<file path="src/rtl/core/snfd_pkg.sv">
package snfd_pkg;

  localparam logic [7:0]  FOOTER_BYTE  = 8'hF7;
  localparam logic [47:0] HEADER_RESET = 48'hF000_2102_0002;

  localparam logic [3:0] POS_COMMAND  = 4'd6;
  localparam logic [3:0] POS_ARGUMENT = 4'd7;
  localparam logic [3:0] POS_PAIRS    = 4'd8;
  localparam logic [3:0] POS_MIN_LAST = 4'd10;
  localparam logic [3:0] POS_MAX      = 4'd15;

  localparam logic [2:0] HEADER_LAST_IDX = 3'd5;

  localparam logic [2:0] ST_OK       = 3'd0;
  localparam logic [2:0] ST_LENGTH   = 3'd1;
  localparam logic [2:0] ST_HEADER   = 3'd2;
  localparam logic [2:0] ST_FOOTER   = 3'd3;
  localparam logic [2:0] ST_CHECKSUM = 3'd4;

  localparam logic KIND_DATA   = 1'b0;
  localparam logic KIND_STATUS = 1'b1;

  typedef enum logic [2:0] {
    OP_HEADER   = 3'd0,
    OP_COMMAND  = 3'd1,
    OP_ARGUMENT = 3'd2,
    OP_HIGH     = 3'd3,
    OP_LOW      = 3'd4,
    OP_END      = 3'd5
  } op_kind_t;

  // flag: header byte mismatch on OP_HEADER, bad length on OP_END
  typedef struct packed {
    op_kind_t   kind;
    logic [7:0] value;
    logic       flag;
  } op_t;

endpackage

</file>
<file path="src/rtl/core/sysex_nibble_frame_decoder.sv">
// channel | handshake            | payload
// --------+----------------------+----------------------------------------------
// in      | in_valid / in_ready  | rx_byte, end_of_message
// out     | out_valid / out_ready| item_kind, data_byte, command_byte,
//         |                      | argument_byte, status
// cfg     | cfg_valid / cfg_ready| header_bytes
//
// One byte per cycle sustained while the queue has room; a result's byte is
// written into a queue slot at the accepting edge, and the back stage then
// loads the output register from the queue head when it pops that entry.
// Synchronous active-high reset clears frame state, the queue and out_valid
// (the output payload registers are not reset), and loads the default header.
// A stalled output backs up the queue; in_ready drops only once it is full.
module sysex_nibble_frame_decoder import snfd_pkg::*; #(
  parameter int QUEUE_DEPTH = 4
) (
  input  logic        clk,
  input  logic        rst,
  input  logic        in_valid,
  output logic        in_ready,
  input  logic [7:0]  rx_byte,
  input  logic        end_of_message,
  output logic        out_valid,
  input  logic        out_ready,
  output logic        item_kind,
  output logic [7:0]  data_byte,
  output logic [7:0]  command_byte,
  output logic [7:0]  argument_byte,
  output logic [2:0]  status,
  input  logic        cfg_valid,
  output logic        cfg_ready,
  input  logic [47:0] header_bytes
);

  logic push;
  op_t  push_op;
  logic queue_full;
  logic pop;
  logic head_valid;
  op_t  head_op;

  snfd_front u_front (
    .clk            (clk),
    .rst            (rst),
    .in_valid       (in_valid),
    .in_ready       (in_ready),
    .rx_byte        (rx_byte),
    .end_of_message (end_of_message),
    .cfg_valid      (cfg_valid),
    .cfg_ready      (cfg_ready),
    .header_bytes   (header_bytes),
    .queue_full     (queue_full),
    .push           (push),
    .push_op        (push_op)
  );

  snfd_queue #(
    .DEPTH (QUEUE_DEPTH)
  ) u_queue (
    .clk        (clk),
    .rst        (rst),
    .push       (push),
    .push_op    (push_op),
    .full       (queue_full),
    .pop        (pop),
    .head_valid (head_valid),
    .head_op    (head_op)
  );

  snfd_back u_back (
    .clk           (clk),
    .rst           (rst),
    .head_valid    (head_valid),
    .head_op       (head_op),
    .pop           (pop),
    .out_valid     (out_valid),
    .out_ready     (out_ready),
    .item_kind     (item_kind),
    .data_byte     (data_byte),
    .command_byte  (command_byte),
    .argument_byte (argument_byte),
    .status        (status)
  );

endmodule

</file>
<file path="src/rtl/core/snfd_front.sv">
module snfd_front import snfd_pkg::*; (
  input  logic        clk,
  input  logic        rst,
  input  logic        in_valid,
  output logic        in_ready,
  input  logic [7:0]  rx_byte,
  input  logic        end_of_message,
  input  logic        cfg_valid,
  output logic        cfg_ready,
  input  logic [47:0] header_bytes,
  input  logic        queue_full,
  output logic        push,
  output op_t         push_op
);

  logic [47:0] header_reg;
  logic [3:0]  pos;
  logic        phase;
  logic [5:0]  shift;
  logic [7:0]  expected;

  assign cfg_ready = 1'b1;
  assign in_ready  = !queue_full;
  assign push      = in_valid && in_ready;

  assign shift    = {HEADER_LAST_IDX - pos[2:0], 3'b000};
  assign expected = 8'(header_reg >> shift);

  always_comb begin
    push_op.value = rx_byte;
    push_op.flag  = 1'b0;
    if (end_of_message) begin
      push_op.kind = OP_END;
      push_op.flag = (pos < POS_MIN_LAST) || phase;
    end else if (pos < POS_COMMAND) begin
      push_op.kind = OP_HEADER;
      push_op.flag = (rx_byte != expected);
    end else if (pos == POS_COMMAND) begin
      push_op.kind = OP_COMMAND;
    end else if (pos == POS_ARGUMENT) begin
      push_op.kind = OP_ARGUMENT;
    end else if (!phase) begin
      push_op.kind = OP_HIGH;
    end else begin
      push_op.kind = OP_LOW;
    end
  end

  always_ff @(posedge clk) begin
    if (rst) begin
      header_reg <= HEADER_RESET;
    end else if (cfg_valid && cfg_ready) begin
      header_reg <= header_bytes;
    end
  end

  always_ff @(posedge clk) begin
    if (rst) begin
      pos   <= '0;
      phase <= 1'b0;
    end else if (push) begin
      if (end_of_message) begin
        pos   <= '0;
        phase <= 1'b0;
      end else begin
        if (pos >= POS_PAIRS) begin
          phase <= !phase;
        end
        if (pos != POS_MAX) begin
          pos <= pos + 4'd1;
        end
      end
    end
  end

endmodule

</file>
<file path="src/rtl/core/snfd_queue.sv">
module snfd_queue import snfd_pkg::*; #(
  parameter int DEPTH = 4
) (
  input  logic clk,
  input  logic rst,
  input  logic push,
  input  op_t  push_op,
  output logic full,
  input  logic pop,
  output logic head_valid,
  output op_t  head_op
);

  localparam int PTR_W = (DEPTH > 1) ? $clog2(DEPTH) : 1;
  localparam int CNT_W = $clog2(DEPTH + 1);
  localparam logic [PTR_W-1:0] PTR_LAST = PTR_W'(DEPTH - 1);
  localparam logic [CNT_W-1:0] CNT_FULL = CNT_W'(DEPTH);

  op_t              slots [DEPTH];
  logic [PTR_W-1:0] wr_ptr;
  logic [PTR_W-1:0] rd_ptr;
  logic [CNT_W-1:0] count;

  assign full       = (count == CNT_FULL);
  assign head_valid = (count != '0);
  assign head_op    = slots[rd_ptr];

  always_ff @(posedge clk) begin
    if (push) begin
      slots[wr_ptr] <= push_op;
    end
  end

  always_ff @(posedge clk) begin
    if (rst) begin
      wr_ptr <= '0;
      rd_ptr <= '0;
      count  <= '0;
    end else begin
      if (push) begin
        wr_ptr <= (wr_ptr == PTR_LAST) ? '0 : wr_ptr + PTR_W'(1);
      end
      if (pop) begin
        rd_ptr <= (rd_ptr == PTR_LAST) ? '0 : rd_ptr + PTR_W'(1);
      end
      if (push && !pop) begin
        count <= count + CNT_W'(1);
      end else if (pop && !push) begin
        count <= count - CNT_W'(1);
      end
    end
  end

endmodule

</file>
<file path="src/rtl/core/snfd_back.sv">
module snfd_back import snfd_pkg::*; (
  input  logic       clk,
  input  logic       rst,
  input  logic       head_valid,
  input  op_t        head_op,
  output logic       pop,
  output logic       out_valid,
  input  logic       out_ready,
  output logic       item_kind,
  output logic [7:0] data_byte,
  output logic [7:0] command_byte,
  output logic [7:0] argument_byte,
  output logic [2:0] status
);

  logic       header_match;
  logic [3:0] high_nibble;
  logic [7:0] held_byte;
  logic       held_valid;
  logic [7:0] running_sum;
  logic [7:0] saved_command;
  logic [7:0] saved_argument;

  logic       emit;
  logic [7:0] packed_byte;
  logic [2:0] end_status;

  assign pop         = head_valid && (!out_valid || out_ready);
  assign packed_byte = {high_nibble, 4'b0000} | head_op.value;

  always_comb begin
    priority if (head_op.flag) begin
      end_status = ST_LENGTH;
    end else if (!header_match) begin
      end_status = ST_HEADER;
    end else if (head_op.value != FOOTER_BYTE) begin
      end_status = ST_FOOTER;
    end else if (!held_valid || held_byte != running_sum) begin
      end_status = ST_CHECKSUM;
    end else begin
      end_status = ST_OK;
    end
  end

  always_comb begin
    emit = 1'b0;
    if (pop) begin
      if (head_op.kind == OP_END) begin
        emit = 1'b1;
      end else if (head_op.kind == OP_LOW) begin
        emit = held_valid && header_match;
      end
    end
  end

  always_ff @(posedge clk) begin
    if (rst) begin
      header_match   <= 1'b1;
      high_nibble    <= '0;
      held_byte      <= '0;
      held_valid     <= 1'b0;
      running_sum    <= '0;
      saved_command  <= '0;
      saved_argument <= '0;
    end else if (pop) begin
      unique case (head_op.kind)
        OP_HEADER: begin
          if (head_op.flag) begin
            header_match <= 1'b0;
          end
        end
        OP_COMMAND:  saved_command  <= head_op.value;
        OP_ARGUMENT: saved_argument <= head_op.value;
        OP_HIGH:     high_nibble    <= head_op.value[3:0];
        OP_LOW: begin
          if (held_valid && header_match) begin
            running_sum <= running_sum + held_byte;
          end
          held_byte  <= packed_byte;
          held_valid <= 1'b1;
        end
        OP_END: begin
          header_match   <= 1'b1;
          high_nibble    <= '0;
          held_byte      <= '0;
          held_valid     <= 1'b0;
          running_sum    <= '0;
          saved_command  <= '0;
          saved_argument <= '0;
        end
        default: begin
        end
      endcase
    end
  end

  always_ff @(posedge clk) begin
    if (rst) begin
      out_valid <= 1'b0;
    end else if (emit) begin
      out_valid <= 1'b1;
    end else if (out_ready) begin
      out_valid <= 1'b0;
    end
  end

  always_ff @(posedge clk) begin
    if (emit) begin
      if (head_op.kind == OP_END) begin
        item_kind     <= KIND_STATUS;
        data_byte     <= '0;
        command_byte  <= saved_command;
        argument_byte <= saved_argument;
        status        <= end_status;
      end else begin
        item_kind     <= KIND_DATA;
        data_byte     <= held_byte;
        command_byte  <= '0;
        argument_byte <= '0;
        status        <= ST_OK;
      end
    end
  end

endmodule

</file>
<file path="config.mk">
export PLATFORM = sky130hd
export DESIGN_NAME = sysex_nibble_frame_decoder
export DESIGN_NICKNAME = d
export VERILOG_FILES = /design/src/rtl/core/snfd_pkg.sv /design/src/rtl/core/sysex_nibble_frame_decoder.sv /design/src/rtl/core/snfd_front.sv /design/src/rtl/core/snfd_queue.sv /design/src/rtl/core/snfd_back.sv
export SDC_FILE = /design/constraint.sdc
export NUM_CORES = 1
export LEC_CHECK = 0
export BUFFER_PORTS_ARGS = -buffer_cell sky130_fd_sc_hd__buf_4
export CORE_UTILIZATION = 55
export DETAILED_ROUTE_END_ITERATION = 10
export HOLD_SLACK_MARGIN = 0.15
export PLACE_DENSITY = 0.76
export RECOVER_POWER = 25
export SETUP_SLACK_MARGIN = 0.05
export SYNTH_ARGS = -nofsm -noshare
export SYNTH_HDL_FRONTEND = slang
export SYNTH_SLANG_ARGS = --single-unit
</file>
<file path="constraint.sdc">
create_clock -name clk -period 5.8 [get_ports clk]
set_clock_uncertainty 0.2 [all_clocks]
set_input_delay 0.29 -clock clk [delete_from_list [all_inputs] [get_ports clk]]
set_output_delay 0.29 -clock clk [all_outputs]
set_load 0.005 [all_outputs]
</file>
# == Yosys cells after proc, flatten, opt, wreduce, memory -nomap -nowiden ==
# Memories as Yosys holds them, arrays and structs flattened. A register that Yosys moved wholly into a read port is not among the register bits.
# Cells that the tools add are included.
# W data, S select, Z words.
# word_totals
ff_bits,127
ram_bits,48
in_bits,62
out_inout_bits,31
word_cells,125
memories,1
# mem_list
name,words,width,read_ports,rd_clocked_by_memory_dff,wr,line,rtl
u_queue.slots,4,12,1,1,1,snfd_queue.sv:19,op_t slots [DEPTH];
# op_classes
addsub,7
order_cmp,3
eq_ne,16
shift,1
mux,38
n_bitwise,3
n_reduce_logical,35
# ops
op,count
$pmux W8 S2,4
$shr A48 B6 Y8,1
$mux W3,8
$reduce_bool A2 Y1,9
$ne A8 B8 Y1,2
$mux W1,14
$mux W2,6
$reduce_and A2 Y1,6
$eq A3 B3 Y1 const B,3
$add A8 B8 Y8,1
$eq A4 B3 Y1 const B,2
$mux W4,2
$mux W8,1
$ne A8 B8 Y1 const B,1
$or A8 B8 Y8,1
$pmux W4 S2,1
$eq A3 B2 Y1 const B,2
$logic_not A1 Y1,6
$reduce_and A3 Y1,2
$logic_and A1 B1 Y1,5
$add A2 B1 Y2 const B,2
$add A4 B1 Y4 const B,1
$eq A2 B2 Y1 const B,2
$ge A4 B4 Y1 const B,1
other kinds (15),20

# == Longest topological paths before layout ==
# depth
word_depth,7
ltp_mapped,10
mapped_depth_nobuf,9

# == Hierarchy ==
# From an unflattened synthesis, not the netlist that was laid out.
# hier_totals
hier_cells,680
hier_area_um2,7758.7
# by_module_without_submodules
module,n_inst,cells_each,area_per_inst_um2,seq_area_each_um2
snfd_back,1,290,2877.8,1621.6
snfd_front,1,284,2703.8,1061.0
snfd_queue,1,106,2177.1,1621.6

# == Worst setup path before layout ==
# OpenSTA, ideal clock, no wires.
# synth_path
kind,reg2reg
startpoint,register with a tool-made name
endpoint,register u_back.argument_byte[0] (enable)
t_arrival_ns,2.364
required_time_ns,5.217
slack_ns,2.852
path_stages_with_launch,8
path_buffers,1
period_less_slack_ns,2.948
cell_sequence,dfxtp_1 mux4_2 nand3b_2 inv_2 a21oi_1 or2_2 buf_2 inv_1
# synth_lines
item,line,rtl
to (signal assigned),snfd_back.sv:113,argument_byte <= saved_argument;
to (decl),snfd_back.sv:12,"output logic [7:0] argument_byte,"

==> run_results.csv <==
group,metric,value,unit
floorplan,die_x,120.1,um
sta,slew_headroom,-129.0,%
grt,grt_max_degree,98,
yosys,synth.most_common_cell,"nor2_1",
critical_path,path_class,"reg2reg",
placed_design,routabilityCongestion,0.8845,
grt,grtUsageTotal,23.45,%
sta,finalHoldViolCount,0,
worst_hold_path,min-delay-start,"rst",
yosys,synthCells,647,
clock_tree,htreeDepth,4,
routing,vias,5267,
placed_design,io_buffer_count,91,
yosys,synth-warning-count,0,
cells_and_area,area_growth,24.07,%
floorplan,dieArea,14430,sq um
worst_hold_path,min_to,"u_front.header_reg[42]",
cells_and_area,final_nets,863,
routing,drt_iter0_markers,326,
yosys,synth_enable_flop_cells,76,
power,pwr-share-seq,44.6,%
status,status,"complete, but fails checks",
clock_tree,cts.sinks,177,
grt,antenna_found_initial,0,
yosys,syn_area_per_cell,11.86,sq um
critical_path,cp_data_arrival_time,3560,ps
yosys,synthFlopType,"dfxtp_1",
critical_path,worstPathCellList,"buf_4, mux4_2, nand3b_2, inv_2, a21oi_1, or2_2, inv_1",
routing,drc,0,
sta,setup_tns,0,ps
power,powerDensity,371.5,nW/um^2
sta,fmax,269.4,MHz
critical_path,endpoint_kind,"flop",
sta,setup_viol,0,
sta,slew_violations,57,
worst_hold_path,min_path_type,"in2reg",
cells_and_area,fillers,894,
cells_and_area,drive_gt1_share,16.83,%
cells_and_area,fin_util,71.07,%
floorplan,dieHeight,120.1,um
yosys,syn_nets,727,
critical_path,cp_slowest_cell,"inv_1",
grt,grt_pass1_wl,25920,um
clock_tree,cts_resized,0,
floorplan,io_pins,93,
placed_design,hpwl,10300,um
clock_tree,cts_tree,"built",
critical_path,path_max_fanout,29,
routing,dr.pass1.iters,5,
grt,grt_pass1_vias,5457,
yosys,synthArstFlopShare,0,%
yosys,yosys.area.top_type,"edfxtp_1",
yosys,yosys-top-cells-count,"105 x nor2_1, 101 x dfxtp_1, 90 x mux2i_1, 76 x edfxtp_1, 32 x and2_1",
sta,worstMarginPinSlew,3436,ps
power,power_frac_comb,26.3,%
yosys,netlist-cell-type-count,58,
critical_path,critical-path-max-stage-delay,720,ps
sta,rsz0062_at_grt,"no",
status,violations,"capacitance limit, slew limit",
yosys,netlist_area,7676,sq um
power,ir_drop,0.0002087,V
clock_tree,root_buffer,"clkbuf_16",
run,max_cap_viol_count,1,
clock_tree,clk_pin_slew,60,ps
floorplan,start_util,57.28,%
critical_path,cp_data_required_time,5650,ps
routing,wl,15780,um
power,internal_power,2.458,mW
power,power_leakage,3.822,nW
critical_path,reg2reg_to,"u_back.command_byte[2]",
sta,min_period,3712,ps
cells_and_area,antenna_cells,0,
routing,wl_per_cell,16.24,um
power,p_sw,1.081,mW
sta,final.period_utilization,64.00,%
yosys,seq_area_frac_synth,56.07,%
grt,overflow,0,
routing,ant_nets,0,
critical_path,r2r_slack,2090,ps
yosys,synth_area_leaders,"edfxtp_1 30%, dfxtp_1 26%, mux2i_1 12%",
yosys,synth_top_area_share,29.73,%
floorplan,rows,42,
routing,vias_per_cell,5.419,
clock_tree,clkLatencyLatePin,430,ps
critical_path,reg2reg_depth,7,
critical_path,start_kind,"flop",
floorplan,core-area,13400,sq um
power,switching_share,30.53,%
yosys,synth-seq-cells,177,
power,p_clk_share,29.1,%
worst_hold_path,hold_path_depth,2,
clock_tree,cts_buffer_depth,2,
clock_tree,cts_made_buffers,17,
per-stage QoR:
| stage | worst slack (ps) | hold WS (ps) | power (mW) | cells | cell area [sq um] |
|---|---|---|---|---|---|
| final | 2088 | 283.7 | 3.539 | 972 | 9524 |
| after global routing | 1757 | 305.4 | 3.719 | 972 | 9524 |
| after CTS | 2029 | 269.1 | 3.552 | 972 | 9558 |
| after detailed placement | 2028 | 280.0 | 2.499 | 881 | 8439 |
| after global placement | 2164 | 265.7 | 2.452 | 881 | 8439 |
| after floorplan | 2852 | 188.9 | 2.261 | 647 | 7676 |
how the worst max path moves through the flow:
| stage | slack [ps] | end | cells after the start |
|---|---|---|---|
| after floorplan | 2850 | u_back.argument_byte[0] | 7 |
| after global placement | 2160 | u_back.argument_byte[7] | 7 |
| after detailed placement | 2030 | u_back.command_byte[7] | 7 |
| after CTS | 2030 | u_back.command_byte[2] | 7 |
| after global routing | 1760 | u_back.command_byte[2] | 7 |
| final | 2090 | u_back.command_byte[2] | 7 |
routing by layer:
| metal | wire (um) | up-vias | track usage [%] | part of all wire (%) |
|---|---|---|---|---|
| met3 | 773 | 37 | 5.703 | 4.9 |
| li1 | - | 2557 | - | - |
| met2 | 8225 | 155 | 42.78 | 52 |
| met4 | 401 | 0 | 10.86 | 2.5 |
| met1 | 6383 | 2518 | 25.35 | 40 |
| met5 | 0 | - | 0 | 0 |
logic make-up after synthesis:
family / share of synthesized area [%]
buffers and inverters: 2.608
adder cells (fa/ha/maj): 3.130
XOR/XNOR: 4.222
AND/OR/NAND/NOR: 13.01
flip-flops: 56.07
multiplexers: 15.31
other: 0.04885
AO/OA/AOI/OAI: 5.607
layout by cell type (no fill, tap or decap), types with 2 or more instances in the layout:
cell type	instances
o21ai_0	5
o31a_1	2
nand2_1	13
mux2i_1	90
a22oi_1	7
and3_1	6
ha_1	16
a31oi_1	6
dfxtp_1	101
mux4_2	11
or3_1	2
nor2_1	105
o21bai_1	2
nor3b_1	2
nand3_1	5
fa_1	2
inv_1	11
nand2b_1	2
nor3_4	2
a21o_1	2
inv_6	2
nor3_1	8
buf_4	84
dlygate4sd3_1	59
nand3b_1	2
clkinvlp_4	2
o211ai_1	2
xnor2_1	11
a211o_1	8
clkbuf_16	17
nor2b_1	10
inv_4	4
nand4_1	3
a21oi_1	20
clkbuf_1	11
edfxtp_1	76
clkinv_2	3
and2_1	32
xor2_1	26
power groups by stage:
stage	clock [mW]	combinational (mW)	sequential [mW]
6_report	1.03	0.932	1.58
5_1_grt	1.10	1.03	1.59
4_1_cts	1.04	0.933	1.58
3_5_place_dp	0	0.896	1.60
3_3_place_gp	0	0.860	1.59
2_1_floorplan	0	0.700	1.56
final cells by class:
class                      instances  area, sq um  share of cell area, %
sequential                       177         4304                  45.19
multi-input combinational        423         3172                  33.30
timing repair buffer             152         1255                  13.18
clock buffer                      20        446.7                  4.690
tap                              176        220.2                  2.312
clock inverter                    12        81.33                 0.8539
inverter                          12        45.04                 0.4729
worst max-delay path: cells and delay by family, from the launching register on:
kind	cells	cell delay [ps]
buffers and inverters	3	1300
AND/OR/NAND/NOR	2	830
multiplexers	1	620
flip-flops	1	310
AO/OA/AOI/OAI	1	60
what timing repair did:
item	CTS	global route
hold buffers	59	0
buffers inserted	0	0
endpoints found under the hold margin	96	0
(Power assumes the default switching activity.)
